## src/hw/rtl/cts_pkg.sv

```systemverilog
// Shared types, codes and the microcode store of the cooperative thread scheduler.
package cts_pkg;

   // Request action codes.
   typedef enum logic [2:0] {
      ACT_CREATE     = 3'd0,
      ACT_GET_CUR    = 3'd1,
      ACT_GET_STATE  = 3'd2,
      ACT_SET_STATE  = 3'd3,
      ACT_YIELD_ANY  = 3'd4,
      ACT_YIELD_TO   = 3'd5,
      ACT_EXIT       = 3'd6,
      ACT_DISPOSE    = 3'd7
   } action_type;

   // Response status codes.
   localparam logic [2:0] STAT_OK        = 3'd0;
   localparam logic [2:0] STAT_NOT_FOUND = 3'd1;
   localparam logic [2:0] STAT_PROTOCOL  = 3'd2;
   localparam logic [2:0] STAT_FULL      = 3'd3;
   localparam logic [2:0] STAT_HALTED    = 3'd4;

   // Thread state codes.
   localparam logic [1:0] TS_READY   = 2'd0;
   localparam logic [1:0] TS_STOPPED = 2'd1;
   localparam logic [1:0] TS_RUNNING = 2'd2;

   // Jump conditions of a control word.
   typedef enum logic [4:0] {
      C_NEVER,
      C_ALWAYS,
      C_DISPATCH,
      C_NOT_COOP,
      C_FULL,
      C_TGT_OOR,
      C_RD_TERM,
      C_ACT_GET,
      C_ACT_DISPOSE,
      C_NOT_SELFSTOP,
      C_STARG_ZERO,
      C_RD_BLOCKED,
      C_TGT_IS_CUR,
      C_SCAN_MORE,
      C_FOUND,
      C_ACT_YIELD,
      C_ID_ZERO,
      C_OUT_BUSY
   } cond_type;

   // Datapath operations of a control word.
   typedef enum logic [4:0] {
      OP_NOP,
      OP_ADDR_SLOTS,
      OP_CREATE,
      OP_STAT_PROTOCOL,
      OP_STAT_FULL,
      OP_STAT_NOTFOUND,
      OP_HALT,
      OP_RID_CUR,
      OP_TGT_ID,
      OP_TGT_ID_OR_CUR,
      OP_TGT_STARG,
      OP_ADDR_TGT,
      OP_ADDR_CUR,
      OP_WR_NST,
      OP_DEMOTE,
      OP_PROMOTE,
      OP_SCAN_INIT,
      OP_SCAN,
      OP_SOUT,
      OP_WR_TERM,
      OP_EXIT_KILL,
      OP_FINISH
   } op_type;

   typedef logic [5:0] upc_type;

   typedef struct packed {
      cond_type cond;
      upc_type  jmp;
      op_type   op;
   } uword_type;

   // Microprogram addresses.
   localparam upc_type U_DISPATCH = 6'd0;
   localparam upc_type U_CR0      = 6'd1;
   localparam upc_type U_CR1      = 6'd2;
   localparam upc_type U_CR2      = 6'd3;
   localparam upc_type U_CRP      = 6'd4;
   localparam upc_type U_CRF      = 6'd5;
   localparam upc_type U_GC0      = 6'd6;
   localparam upc_type U_DSP0     = 6'd7;
   localparam upc_type U_R0       = 6'd8;
   localparam upc_type U_R1       = 6'd9;
   localparam upc_type U_R2       = 6'd10;
   localparam upc_type U_R3       = 6'd11;
   localparam upc_type U_R4       = 6'd12;
   localparam upc_type U_SS0      = 6'd13;
   localparam upc_type U_SS1      = 6'd14;
   localparam upc_type U_SS2      = 6'd15;
   localparam upc_type U_PF0      = 6'd16;
   localparam upc_type U_PF1      = 6'd17;
   localparam upc_type U_SW0      = 6'd18;
   localparam upc_type U_SW1      = 6'd19;
   localparam upc_type U_SW2      = 6'd20;
   localparam upc_type U_RR0      = 6'd21;
   localparam upc_type U_RR1      = 6'd22;
   localparam upc_type U_RR2      = 6'd23;
   localparam upc_type U_MISS     = 6'd24;
   localparam upc_type U_HALT     = 6'd25;
   localparam upc_type U_NF       = 6'd26;
   localparam upc_type U_GSO      = 6'd27;
   localparam upc_type U_DSPW     = 6'd28;
   localparam upc_type U_Y5       = 6'd29;
   localparam upc_type U_Y5B      = 6'd30;
   localparam upc_type U_EX0      = 6'd31;
   localparam upc_type U_EX1      = 6'd32;
   localparam upc_type U_FIN      = 6'd33;

   function automatic uword_type mk(cond_type c, upc_type j, op_type o);
      uword_type w;
      w.cond = c;
      w.jmp  = j;
      w.op   = o;
      return w;
   endfunction

   // Control store: one word per step, jump taken when the condition holds.
   function automatic uword_type ucode_rom(upc_type a);
      uword_type w;
      unique case (a)
         // Entry: the jump target comes from the action code, or is the halt step once halted.
         U_DISPATCH: w = mk(C_DISPATCH,     U_DISPATCH, OP_NOP);
         // Create a thread in the next free slot.
         U_CR0:      w = mk(C_NOT_COOP,     U_CRP,      OP_ADDR_SLOTS);
         U_CR1:      w = mk(C_FULL,         U_CRF,      OP_NOP);
         U_CR2:      w = mk(C_ALWAYS,       U_FIN,      OP_CREATE);
         U_CRP:      w = mk(C_ALWAYS,       U_FIN,      OP_STAT_PROTOCOL);
         U_CRF:      w = mk(C_ALWAYS,       U_FIN,      OP_STAT_FULL);
         // Report the current thread.
         U_GC0:      w = mk(C_ALWAYS,       U_FIN,      OP_RID_CUR);
         // Lookup shared by get state, set state and dispose.
         U_DSP0:     w = mk(C_ALWAYS,       U_R1,       OP_TGT_ID);
         U_R0:       w = mk(C_NEVER,        U_R1,       OP_TGT_ID_OR_CUR);
         U_R1:       w = mk(C_TGT_OOR,      U_NF,       OP_ADDR_TGT);
         U_R2:       w = mk(C_RD_TERM,      U_NF,       OP_NOP);
         U_R3:       w = mk(C_ACT_GET,      U_GSO,      OP_NOP);
         U_R4:       w = mk(C_ACT_DISPOSE,  U_DSPW,     OP_NOP);
         // Set state, with a reschedule when the current thread stops itself.
         U_SS0:      w = mk(C_NEVER,        U_SS1,      OP_WR_NST);
         U_SS1:      w = mk(C_NOT_SELFSTOP, U_FIN,      OP_NOP);
         U_SS2:      w = mk(C_STARG_ZERO,   U_RR0,      OP_TGT_STARG);
         // Preferred target check.
         U_PF0:      w = mk(C_TGT_OOR,      U_MISS,     OP_ADDR_TGT);
         U_PF1:      w = mk(C_RD_BLOCKED,   U_MISS,     OP_NOP);
         // Context switch to the thread in the target register.
         U_SW0:      w = mk(C_TGT_IS_CUR,   U_FIN,      OP_ADDR_CUR);
         U_SW1:      w = mk(C_NEVER,        U_SW2,      OP_DEMOTE);
         U_SW2:      w = mk(C_ALWAYS,       U_FIN,      OP_PROMOTE);
         // Round robin scan, one slot per step.
         U_RR0:      w = mk(C_NEVER,        U_RR1,      OP_SCAN_INIT);
         U_RR1:      w = mk(C_SCAN_MORE,    U_RR1,      OP_SCAN);
         U_RR2:      w = mk(C_FOUND,        U_SW0,      OP_NOP);
         // No candidate: yields keep running, the rest halt.
         U_MISS:     w = mk(C_ACT_YIELD,    U_FIN,      OP_NOP);
         U_HALT:     w = mk(C_ALWAYS,       U_FIN,      OP_HALT);
         U_NF:       w = mk(C_ALWAYS,       U_FIN,      OP_STAT_NOTFOUND);
         U_GSO:      w = mk(C_ALWAYS,       U_FIN,      OP_SOUT);
         U_DSPW:     w = mk(C_ALWAYS,       U_FIN,      OP_WR_TERM);
         // Yield to a named thread; id zero falls back to round robin.
         U_Y5:       w = mk(C_ID_ZERO,      U_RR0,      OP_TGT_ID);
         U_Y5B:      w = mk(C_ALWAYS,       U_PF0,      OP_NOP);
         // Exit the current thread.
         U_EX0:      w = mk(C_NEVER,        U_EX1,      OP_ADDR_CUR);
         U_EX1:      w = mk(C_ALWAYS,       U_RR0,      OP_EXIT_KILL);
         // Hand the result to the output register, waiting while it is full.
         U_FIN:      w = mk(C_OUT_BUSY,     U_FIN,      OP_FINISH);
         default:    w = mk(C_ALWAYS,       U_FIN,      OP_FINISH);
      endcase
      return w;
   endfunction

   // First step of each action.
   function automatic upc_type dispatch_entry(action_type act);
      upc_type e;
      unique case (act)
         ACT_CREATE:    e = U_CR0;
         ACT_GET_CUR:   e = U_GC0;
         ACT_GET_STATE: e = U_R0;
         ACT_SET_STATE: e = U_R0;
         ACT_YIELD_ANY: e = U_RR0;
         ACT_YIELD_TO:  e = U_Y5;
         ACT_EXIT:      e = U_EX0;
         ACT_DISPOSE:   e = U_DSP0;
         default:       e = U_FIN;
      endcase
      return e;
   endfunction

endpackage

```

## src/hw/rtl/cts_if.sv

```systemverilog
// Request and response channel interfaces of the cooperative thread scheduler.
interface cts_req_if;
   logic       valid;
   logic       ready;
   logic [2:0] action;
   logic [4:0] thread_id;
   logic [1:0] new_state;
   logic [4:0] suspend_target;
   logic       start_suspended;
   logic       cooperative;

   modport source (
      output valid, action, thread_id, new_state, suspend_target, start_suspended,
             cooperative,
      input  ready
   );
   modport sink (
      input  valid, action, thread_id, new_state, suspend_target, start_suspended,
             cooperative,
      output ready
   );
endinterface

interface cts_rsp_if;
   logic       valid;
   logic       ready;
   logic [2:0] status;
   logic [4:0] result_id;
   logic [1:0] state_out;
   logic [4:0] current_after;
   logic       switched;

   modport source (
      output valid, status, result_id, state_out, current_after, switched,
      input  ready
   );
   modport sink (
      input  valid, status, result_id, state_out, current_after, switched,
      output ready
   );
endinterface

```

## src/hw/rtl/cooperative_thread_scheduler_core.sv

```systemverilog
// Top level of the cooperative thread scheduler: microcoded sequencer and datapath.
//
//   channel   direction  handshake      payload
//   req_bus   in         valid/ready    action, thread_id, new_state, suspend_target,
//                                       start_suspended, cooperative
//   rsp_bus   out        valid/ready    status, result_id, state_out, current_after,
//                                       switched
//
// One request at a time. The round robin scan loop of the microprogram visits one
// slot per cycle. Reset is synchronous and leaves thread 1 running, idle, with no
// response pending. A finished response sits in the output register; the next
// request is taken while it waits, and the sequencer holds in its final step
// only while the register is full and its response is not being taken.
module cooperative_thread_scheduler_core
   import cts_pkg::*;
#(
   parameter int MAX_THREADS = 16
) (
   input  logic          clock,
   input  logic          reset,
   cts_req_if.sink       req_bus,
   cts_rsp_if.source     rsp_bus
);

   localparam int RAW_W = $clog2(MAX_THREADS + 1);
   localparam int ID_W  = (RAW_W > 5) ? RAW_W : 5;
   localparam int AW    = (MAX_THREADS > 1) ? $clog2(MAX_THREADS) : 1;

   // Sequencer state.
   logic        busy_ff, busy_in;
   upc_type     upc_ff, upc_in;

   // Latched request.
   action_type  act_ff, act_in;
   logic [4:0]  id_ff, id_in;
   logic [1:0]  nst_ff, nst_in;
   logic [4:0]  starg_ff, starg_in;
   logic        susp_ff, susp_in;
   logic        coop_ff, coop_in;

   // Scheduler state.
   logic [ID_W-1:0] cur_ff, cur_in;
   logic [ID_W-1:0] slots_ff, slots_in;
   logic            halted_ff, halted_in;
   logic [1:0]      tstate_ff [MAX_THREADS];
   logic            term_ff [MAX_THREADS];

   // Working registers.
   logic [ID_W-1:0] tgt_ff, tgt_in;
   logic [ID_W-1:0] cnt_ff, cnt_in;
   logic [AW-1:0]   addr_ff, addr_in;
   logic            found_ff, found_in;
   logic [2:0]      status_ff, status_in;
   logic [ID_W-1:0] rid_ff, rid_in;
   logic [1:0]      sout_ff, sout_in;
   logic [ID_W-1:0] before_ff, before_in;

   // Output register.
   logic        ov_ff, ov_in;
   logic [2:0]  o_status_ff, o_status_in;
   logic [4:0]  o_rid_ff, o_rid_in;
   logic [1:0]  o_sout_ff, o_sout_in;
   logic [4:0]  o_cur_ff, o_cur_in;
   logic        o_sw_ff, o_sw_in;

   // Table write strobes, all at addr_ff.
   logic        st_we;
   logic [1:0]  st_wd;
   logic        tm_we;
   logic        tm_wd;

   uword_type       uw;
   logic            take;
   logic            req_fire;
   logic            out_busy;
   logic [1:0]      rd_st;
   logic            rd_term;
   logic [ID_W-1:0] id_ext;
   logic [ID_W-1:0] addr_ext;
   logic [ID_W-1:0] addr_nxt;
   logic [ID_W-1:0] tgt_m1;
   logic [ID_W-1:0] cur_m1;
   logic            tgt_oor;
   logic            cand;

   assign uw       = ucode_rom(upc_ff);
   assign req_fire = req_bus.valid && !busy_ff;
   assign out_busy = ov_ff && !rsp_bus.ready;

   // Single read port of the thread tables.
   assign rd_st    = tstate_ff[addr_ff];
   assign rd_term  = term_ff[addr_ff];

   assign id_ext   = ID_W'(id_ff);
   assign addr_ext = ID_W'(addr_ff);
   assign addr_nxt = addr_ext + ID_W'(1);
   assign tgt_m1   = tgt_ff - ID_W'(1);
   assign cur_m1   = cur_ff - ID_W'(1);
   assign tgt_oor  = (tgt_ff == '0) || (tgt_ff > slots_ff);
   // A round robin candidate is live, not stopped and not the current thread.
   assign cand     = !rd_term && (rd_st != TS_STOPPED) && (addr_nxt != cur_ff);

   // Jump condition of the current control word.
   always_comb begin
      unique case (uw.cond)
         C_NEVER:        take = 1'b0;
         C_ALWAYS:       take = 1'b1;
         C_DISPATCH:     take = 1'b1;
         C_NOT_COOP:     take = !coop_ff;
         C_FULL:         take = slots_ff >= ID_W'(MAX_THREADS);
         C_TGT_OOR:      take = tgt_oor;
         C_RD_TERM:      take = rd_term;
         C_ACT_GET:      take = act_ff == ACT_GET_STATE;
         C_ACT_DISPOSE:  take = act_ff == ACT_DISPOSE;
         C_NOT_SELFSTOP: take = (nst_ff != TS_STOPPED) || (tgt_ff != cur_ff);
         C_STARG_ZERO:   take = starg_ff == '0;
         C_RD_BLOCKED:   take = rd_term || (rd_st == TS_STOPPED);
         C_TGT_IS_CUR:   take = tgt_ff == cur_ff;
         C_SCAN_MORE:    take = !cand && ((cnt_ff + ID_W'(1)) < slots_ff);
         C_FOUND:        take = found_ff;
         C_ACT_YIELD:    take = (act_ff == ACT_YIELD_ANY) || (act_ff == ACT_YIELD_TO);
         C_ID_ZERO:      take = id_ff == '0;
         C_OUT_BUSY:     take = out_busy;
         default:        take = 1'b0;
      endcase
   end

   // Sequencer, datapath operations and request capture.
   always_comb begin
      busy_in     = busy_ff;
      upc_in      = upc_ff;
      act_in      = act_ff;
      id_in       = id_ff;
      nst_in      = nst_ff;
      starg_in    = starg_ff;
      susp_in     = susp_ff;
      coop_in     = coop_ff;
      cur_in      = cur_ff;
      slots_in    = slots_ff;
      halted_in   = halted_ff;
      tgt_in      = tgt_ff;
      cnt_in      = cnt_ff;
      addr_in     = addr_ff;
      found_in    = found_ff;
      status_in   = status_ff;
      rid_in      = rid_ff;
      sout_in     = sout_ff;
      before_in   = before_ff;
      ov_in       = ov_ff;
      o_status_in = o_status_ff;
      o_rid_in    = o_rid_ff;
      o_sout_in   = o_sout_ff;
      o_cur_in    = o_cur_ff;
      o_sw_in     = o_sw_ff;
      st_we       = 1'b0;
      st_wd       = TS_READY;
      tm_we       = 1'b0;
      tm_wd       = 1'b0;

      // The response register empties on its beat.
      if (ov_ff && rsp_bus.ready) begin
         ov_in = 1'b0;
      end

      if (req_fire) begin
         act_in    = action_type'(req_bus.action);
         id_in     = req_bus.thread_id;
         nst_in    = req_bus.new_state;
         starg_in  = req_bus.suspend_target;
         susp_in   = req_bus.start_suspended;
         coop_in   = req_bus.cooperative;
         before_in = cur_ff;
         status_in = STAT_OK;
         rid_in    = '0;
         sout_in   = '0;
         busy_in   = 1'b1;
         upc_in    = U_DISPATCH;
      end else if (busy_ff) begin
         // Next step.
         if (uw.cond == C_DISPATCH) begin
            upc_in = halted_ff ? U_HALT : dispatch_entry(act_ff);
         end else if (take) begin
            upc_in = uw.jmp;
         end else begin
            upc_in = upc_ff + upc_type'(1);
         end

         unique case (uw.op)
            OP_NOP: begin
            end
            OP_ADDR_SLOTS: begin
               addr_in = slots_ff[AW-1:0];
            end
            OP_CREATE: begin
               st_we    = 1'b1;
               st_wd    = susp_ff ? TS_STOPPED : TS_READY;
               tm_we    = 1'b1;
               tm_wd    = 1'b0;
               slots_in = slots_ff + ID_W'(1);
               rid_in   = slots_ff + ID_W'(1);
            end
            OP_STAT_PROTOCOL: begin
               status_in = STAT_PROTOCOL;
            end
            OP_STAT_FULL: begin
               status_in = STAT_FULL;
            end
            OP_STAT_NOTFOUND: begin
               status_in = STAT_NOT_FOUND;
            end
            OP_HALT: begin
               status_in = STAT_HALTED;
               halted_in = 1'b1;
            end
            OP_RID_CUR: begin
               rid_in = cur_ff;
            end
            OP_TGT_ID: begin
               tgt_in = id_ext;
            end
            OP_TGT_ID_OR_CUR: begin
               tgt_in = (id_ff == '0) ? cur_ff : id_ext;
            end
            OP_TGT_STARG: begin
               tgt_in = ID_W'(starg_ff);
            end
            OP_ADDR_TGT: begin
               addr_in = tgt_m1[AW-1:0];
            end
            OP_ADDR_CUR: begin
               addr_in = cur_m1[AW-1:0];
            end
            OP_WR_NST: begin
               st_we = 1'b1;
               st_wd = nst_ff;
            end
            OP_DEMOTE: begin
               // The outgoing thread drops to ready only if live and running.
               if (!rd_term && (rd_st == TS_RUNNING)) begin
                  st_we = 1'b1;
                  st_wd = TS_READY;
               end
               addr_in = tgt_m1[AW-1:0];
            end
            OP_PROMOTE: begin
               st_we  = 1'b1;
               st_wd  = TS_RUNNING;
               cur_in = tgt_ff;
            end
            OP_SCAN_INIT: begin
               // Start one slot after the current thread, wrapping at slots_ff.
               addr_in  = (cur_ff == slots_ff) ? '0 : cur_ff[AW-1:0];
               cnt_in   = '0;
               found_in = 1'b0;
            end
            OP_SCAN: begin
               found_in = cand;
               tgt_in   = addr_nxt;
               addr_in  = (addr_nxt == slots_ff) ? '0 : addr_nxt[AW-1:0];
               cnt_in   = cnt_ff + ID_W'(1);
            end
            OP_SOUT: begin
               sout_in = rd_st;
            end
            OP_WR_TERM: begin
               tm_we = 1'b1;
               tm_wd = 1'b1;
            end
            OP_EXIT_KILL: begin
               if (!rd_term) begin
                  tm_we = 1'b1;
                  tm_wd = 1'b1;
                  st_we = 1'b1;
                  st_wd = TS_STOPPED;
               end
            end
            OP_FINISH: begin
               if (!out_busy) begin
                  busy_in     = 1'b0;
                  ov_in       = 1'b1;
                  o_status_in = status_ff;
                  o_rid_in    = rid_ff[4:0];
                  o_sout_in   = sout_ff;
                  o_cur_in    = cur_ff[4:0];
                  o_sw_in     = cur_ff != before_ff;
               end
            end
            default: begin
            end
         endcase
      end
   end

   // Control and scheduler state registers.
   always_ff @(posedge clock) begin
      if (reset) begin
         busy_ff   <= 1'b0;
         upc_ff    <= U_DISPATCH;
         ov_ff     <= 1'b0;
         cur_ff    <= ID_W'(1);
         slots_ff  <= ID_W'(1);
         halted_ff <= 1'b0;
      end else begin
         busy_ff   <= busy_in;
         upc_ff    <= upc_in;
         ov_ff     <= ov_in;
         cur_ff    <= cur_in;
         slots_ff  <= slots_in;
         halted_ff <= halted_in;
      end
   end

   // Payload and working registers.
   always_ff @(posedge clock) begin
      act_ff      <= act_in;
      id_ff       <= id_in;
      nst_ff      <= nst_in;
      starg_ff    <= starg_in;
      susp_ff     <= susp_in;
      coop_ff     <= coop_in;
      tgt_ff      <= tgt_in;
      cnt_ff      <= cnt_in;
      addr_ff     <= addr_in;
      found_ff    <= found_in;
      status_ff   <= status_in;
      rid_ff      <= rid_in;
      sout_ff     <= sout_in;
      before_ff   <= before_in;
      o_status_ff <= o_status_in;
      o_rid_ff    <= o_rid_in;
      o_sout_ff   <= o_sout_in;
      o_cur_ff    <= o_cur_in;
      o_sw_ff     <= o_sw_in;
   end

   // Thread tables: thread 1 running after reset, all others ready and live.
   always_ff @(posedge clock) begin
      for (int i = 0; i < MAX_THREADS; i++) begin
         if (reset) begin
            tstate_ff[i] <= (i == 0) ? TS_RUNNING : TS_READY;
            term_ff[i]   <= 1'b0;
         end else begin
            if (st_we && (addr_ff == AW'(i))) begin
               tstate_ff[i] <= st_wd;
            end
            if (tm_we && (addr_ff == AW'(i))) begin
               term_ff[i] <= tm_wd;
            end
         end
      end
   end

   assign req_bus.ready         = !busy_ff;
   assign rsp_bus.valid         = ov_ff;
   assign rsp_bus.status        = o_status_ff;
   assign rsp_bus.result_id     = o_rid_ff;
   assign rsp_bus.state_out     = o_sout_ff;
   assign rsp_bus.current_after = o_cur_ff;
   assign rsp_bus.switched      = o_sw_ff;

endmodule

```

## src/flat_wrapper.sv

```systemverilog
// flat-port wrapper written by rule: the top's interface ports become plain ports
module cooperative_thread_scheduler_core_flat import cts_pkg::*;
#(
   parameter int MAX_THREADS = 16
)
  (clock, reset, req_bus_valid, req_bus_action, req_bus_thread_id, req_bus_new_state, req_bus_suspend_target, req_bus_start_suspended, req_bus_cooperative, req_bus_ready, rsp_bus_valid, rsp_bus_status, rsp_bus_result_id, rsp_bus_state_out, rsp_bus_current_after, rsp_bus_switched, rsp_bus_ready);
  cts_req_if req_bus_i ();
  cts_rsp_if rsp_bus_i ();
  input  logic clock;
  input  logic reset;
  input wire logic [$bits(req_bus_i.valid)-1:0] req_bus_valid;
  input wire logic [$bits(req_bus_i.action)-1:0] req_bus_action;
  input wire logic [$bits(req_bus_i.thread_id)-1:0] req_bus_thread_id;
  input wire logic [$bits(req_bus_i.new_state)-1:0] req_bus_new_state;
  input wire logic [$bits(req_bus_i.suspend_target)-1:0] req_bus_suspend_target;
  input wire logic [$bits(req_bus_i.start_suspended)-1:0] req_bus_start_suspended;
  input wire logic [$bits(req_bus_i.cooperative)-1:0] req_bus_cooperative;
  output wire logic [$bits(req_bus_i.ready)-1:0] req_bus_ready;
  output wire logic [$bits(rsp_bus_i.valid)-1:0] rsp_bus_valid;
  output wire logic [$bits(rsp_bus_i.status)-1:0] rsp_bus_status;
  output wire logic [$bits(rsp_bus_i.result_id)-1:0] rsp_bus_result_id;
  output wire logic [$bits(rsp_bus_i.state_out)-1:0] rsp_bus_state_out;
  output wire logic [$bits(rsp_bus_i.current_after)-1:0] rsp_bus_current_after;
  output wire logic [$bits(rsp_bus_i.switched)-1:0] rsp_bus_switched;
  input wire logic [$bits(rsp_bus_i.ready)-1:0] rsp_bus_ready;
  assign req_bus_i.valid = req_bus_valid;
  assign req_bus_i.action = req_bus_action;
  assign req_bus_i.thread_id = req_bus_thread_id;
  assign req_bus_i.new_state = req_bus_new_state;
  assign req_bus_i.suspend_target = req_bus_suspend_target;
  assign req_bus_i.start_suspended = req_bus_start_suspended;
  assign req_bus_i.cooperative = req_bus_cooperative;
  assign req_bus_ready = req_bus_i.ready;
  assign rsp_bus_valid = rsp_bus_i.valid;
  assign rsp_bus_status = rsp_bus_i.status;
  assign rsp_bus_result_id = rsp_bus_i.result_id;
  assign rsp_bus_state_out = rsp_bus_i.state_out;
  assign rsp_bus_current_after = rsp_bus_i.current_after;
  assign rsp_bus_switched = rsp_bus_i.switched;
  assign rsp_bus_i.ready = rsp_bus_ready;
  cooperative_thread_scheduler_core #(.MAX_THREADS(MAX_THREADS)) u_core (.clock(clock), .reset(reset), .req_bus(req_bus_i), .rsp_bus(rsp_bus_i));
endmodule
```

## config.mk

```make
export PLATFORM = sky130hd
export DESIGN_NAME = cooperative_thread_scheduler_core_flat
export DESIGN_NICKNAME = d
export VERILOG_FILES = /design/src/hw/rtl/cts_pkg.sv /design/src/hw/rtl/cts_if.sv /design/src/hw/rtl/cooperative_thread_scheduler_core.sv /design/src/flat_wrapper.sv
export SDC_FILE = /design/constraint.sdc
export NUM_CORES = 1
export LEC_CHECK = 0
export ABC_CLOCK_PERIOD_IN_PS = 11490
export BUFFER_PORTS_ARGS = -buffer_cell sky130_fd_sc_hd__buf_4
export CORE_UTILIZATION = 55
export CTS_CLUSTER_SIZE = 25
export DETAILED_ROUTE_END_ITERATION = 12
export PLACE_DENSITY = 0.79
export SYNTH_ARGS = -nofsm -noshare
export SYNTH_HDL_FRONTEND = slang
export SYNTH_SLANG_ARGS = --single-unit
```

## constraint.sdc

```tcl
create_clock -name clock -period 11.49 [get_ports clock]
set_input_delay 1.149 -clock clock [delete_from_list [all_inputs] [get_ports clock]]
set_output_delay 1.149 -clock clock [all_outputs]
set_load 0.02 [all_outputs]
```

==> impl_metrics.toml <==
[cts]
path_clk_slew_ns = 0.06
h-tree-depth = 4
cts_tree = "yes"
clockBufferDepth = 2
cts_buffers = 17
postCtsSetupBuffers = 0
clock_latency_ns = 0.43
cts_num_sinks = 155
holdBufCountCts = 0
ctsResizeCount = 0
cts-root-buf = "clkbuf_16"

[global_routing]
antenna_found_initial = 0
grt_pass1_vias = 6429
grt_max_degree = 35
grt_use_total_pct = 28.3
grt_pass1_wl_um = 34800
use_met3_pct = 6.41
grtUsageMet2_pct = 43.7
grt-busiest-layer = "met2"
overflow = 0
grt_use_met1_pct = 38.2

[setup_path]
critPathCaptureType = "register"
crit_chain = "mux4_1 > mux4_2 > a221o_1 > a2111oi_4 > nor4_1 > nor4_2 > nand2_1 > ha_1 > inv_1 > o21ai_0 > a22oi_1 > or3_1"
cp_slowest_stage_delay_ns = 0.69
reg2reg_depth = 12
regToRegSetupSlack_ns = 6.20
crit_type = "register to register"
crit_slowest_cell = "dfxtp_1"
cp_top_family = "simple AND/OR/NAND/NOR gates"
timing.rr.end = "u_core.uw[5]"
crit_fanout = 12
start_kind = "register"
crit_buf_inv = 1
cp.arrival_ns = 5.61
worstPathRequired_ns = 11.81

[die]
fp.dieH_um = 127
start_util_pct = 56.7
core_um2 = 15300
ios = 39
rows = 45
die-width_um = 127
die-area_um2 = 16200

[synthesis]
postSynthCellCount = 886
synth_area_um2 = 8650
synthFlopType = "edfxtp_1"
ys_top_cells_by_count = "112 x nor2_1, 101 x edfxtp_1, 81 x nand2_1"
synth_top_area_cell = "edfxtp_1"
synth_edf_count = 101
synth-async-reset-ratio_pct = 0
synth_seq_cells = 155
synth_warnings = 0
synth_top_cells_by_area = "edfxtp_1 35%, dfxtp_1 12%, nor2_1 4.9%"
syn_avg_cell_area_um2 = 9.77
synth_top_area_share_pct = 35.0
netlist-cell-type-count = 78
ys_seq_area_share_pct = 47.5
synth.net_count = 936
yosysMostFrequentCell = "nor2_1"

[layout]
antenna_cells = 0
stdcell_count = 1112
area_growth_pct = 10.9
multi_input_area_um2 = 4170
fillers = 1211
register_area_um2 = 4110
drive_above_1_share_pct = 11.3
final_nets = 938

[timing]
period_minus_slack_ns = 5.29
tns_ns = 0
finalSetupViolCount = 0
max_freq_ghz = 0.189
hold_viol = 0
tightest_slew_ns = 1.06
setup_ws_ns = 6.20
rsz0062_at_grt = "no"
slew_viol_final = 0
slew_headroom_pct = 28.8
period_share_pct = 46.0
finClkSkew_ns = 0.00792

[placement]
dp_cells = 1080
gp_congestion = 0.911
post-dp-hpwl_um = 15400
pre_cts_ws_ns = 6.33
portBuffers = 38

[pwr]
p_per_area_nw_per_um2 = 176
ir_worst_vdd_uv = 104
power_leakage_nw = 3.57

[route]
drt-wirelength-per-cell_um = 19.8
drt_iter0_drc = 853
vias_per_cell = 6.25
antenna_left = 0
drcViolationCount = 0
num_vias = 6948
drtPass1Iterations = 5
wl_um = 22000

[worst_hold_path]
worstHoldStart = "u_core.rid_ff[3]"
holdPathStages = 0
hold_path.class = "register to register"
hold_path_end = "u_core.rsp_bus.result_id[3]"

[job]
max_cap_violations = 0

[run_status]
status = "complete, no violations"
## worst max path at each step
stage                        end  cells after the start
global route        u_core.uw[7]                     13
finish              u_core.uw[5]                     12
CTS                 u_core.uw[5]                     12
detailed placement  u_core.uw[5]                     12
floorplan           u_core.uw[5]                     16
global placement    u_core.uw[5]                     12
## placed cells by master, fill, tap and decap left out, drive strengths merged, types with 5 or more instances in the layout
cell / n
nor2: 114
edfxtp: 101
nand2: 84
dfxtp: 54
nand3: 52
o21ai: 50
a21oi: 45
buf: 44
inv: 30
ha: 29
xnor2: 27
clkbuf: 25
xor2: 17
nor3: 17
and3: 15
nand2b: 14
nor2b: 14
mux4: 13
mux2i: 11
a31oi: 10
nor4: 10
or3: 9
or4: 7
a22oi: 7
o211ai: 7
and2: 7
a221o: 6
a211oi: 6
a21o: 5
a221oi: 5
## registers in the layout, indices dropped and copies added, names as in the netlist, 6 cells and up, named ones only
signal            count
u_core.uw            16
u_core.tstate_ff     32
u_core.term_ff       16
u_core.upc_ff         6
## kinds of logic after synthesis
family | synth area share [%]
simple gates | 20.0
compound gates | 14.0
xor+xnor | 4.45
buf+inv | 4.39
mux | 5.48
flops | 47.5
fa+ha+maj | 4.19
## per-stage QoR
stage	cell area [µm²]	hold slack [ns]	utilization, %	total power, mW
floorplan	8650	0.402	-	1.01
global placement	8990	0.411	58.9	1.10
detailed placement	8990	0.418	58.9	1.10
CTS	9600	0.432	62.9	1.68
global route	9600	0.437	62.9	1.75
finish	9600	0.434	62.9	1.68
## power breakdown
part	switching (mW)	internal, mW
registers	0.0752	0.636
clock network	0.215	0.365
logic	0.243	0.150
## per-layer routing
metal	part of all wire (%)	vias to the layer above
met1	42	3298
met2	47	366
met3	8.4	55
met4	2.9	0
li1	-	3229
met5	0	-
## final cells by class
cell class                 count  area share (%)
tap                          211            2.75
multi-input combinational    640            43.4
timing repair buffer          44            3.44
clock buffer                  25            5.18
inverter                      30            1.17
clock inverter                 7            1.16
sequential                   155            42.9
Power figures use the tool's default switching activity.
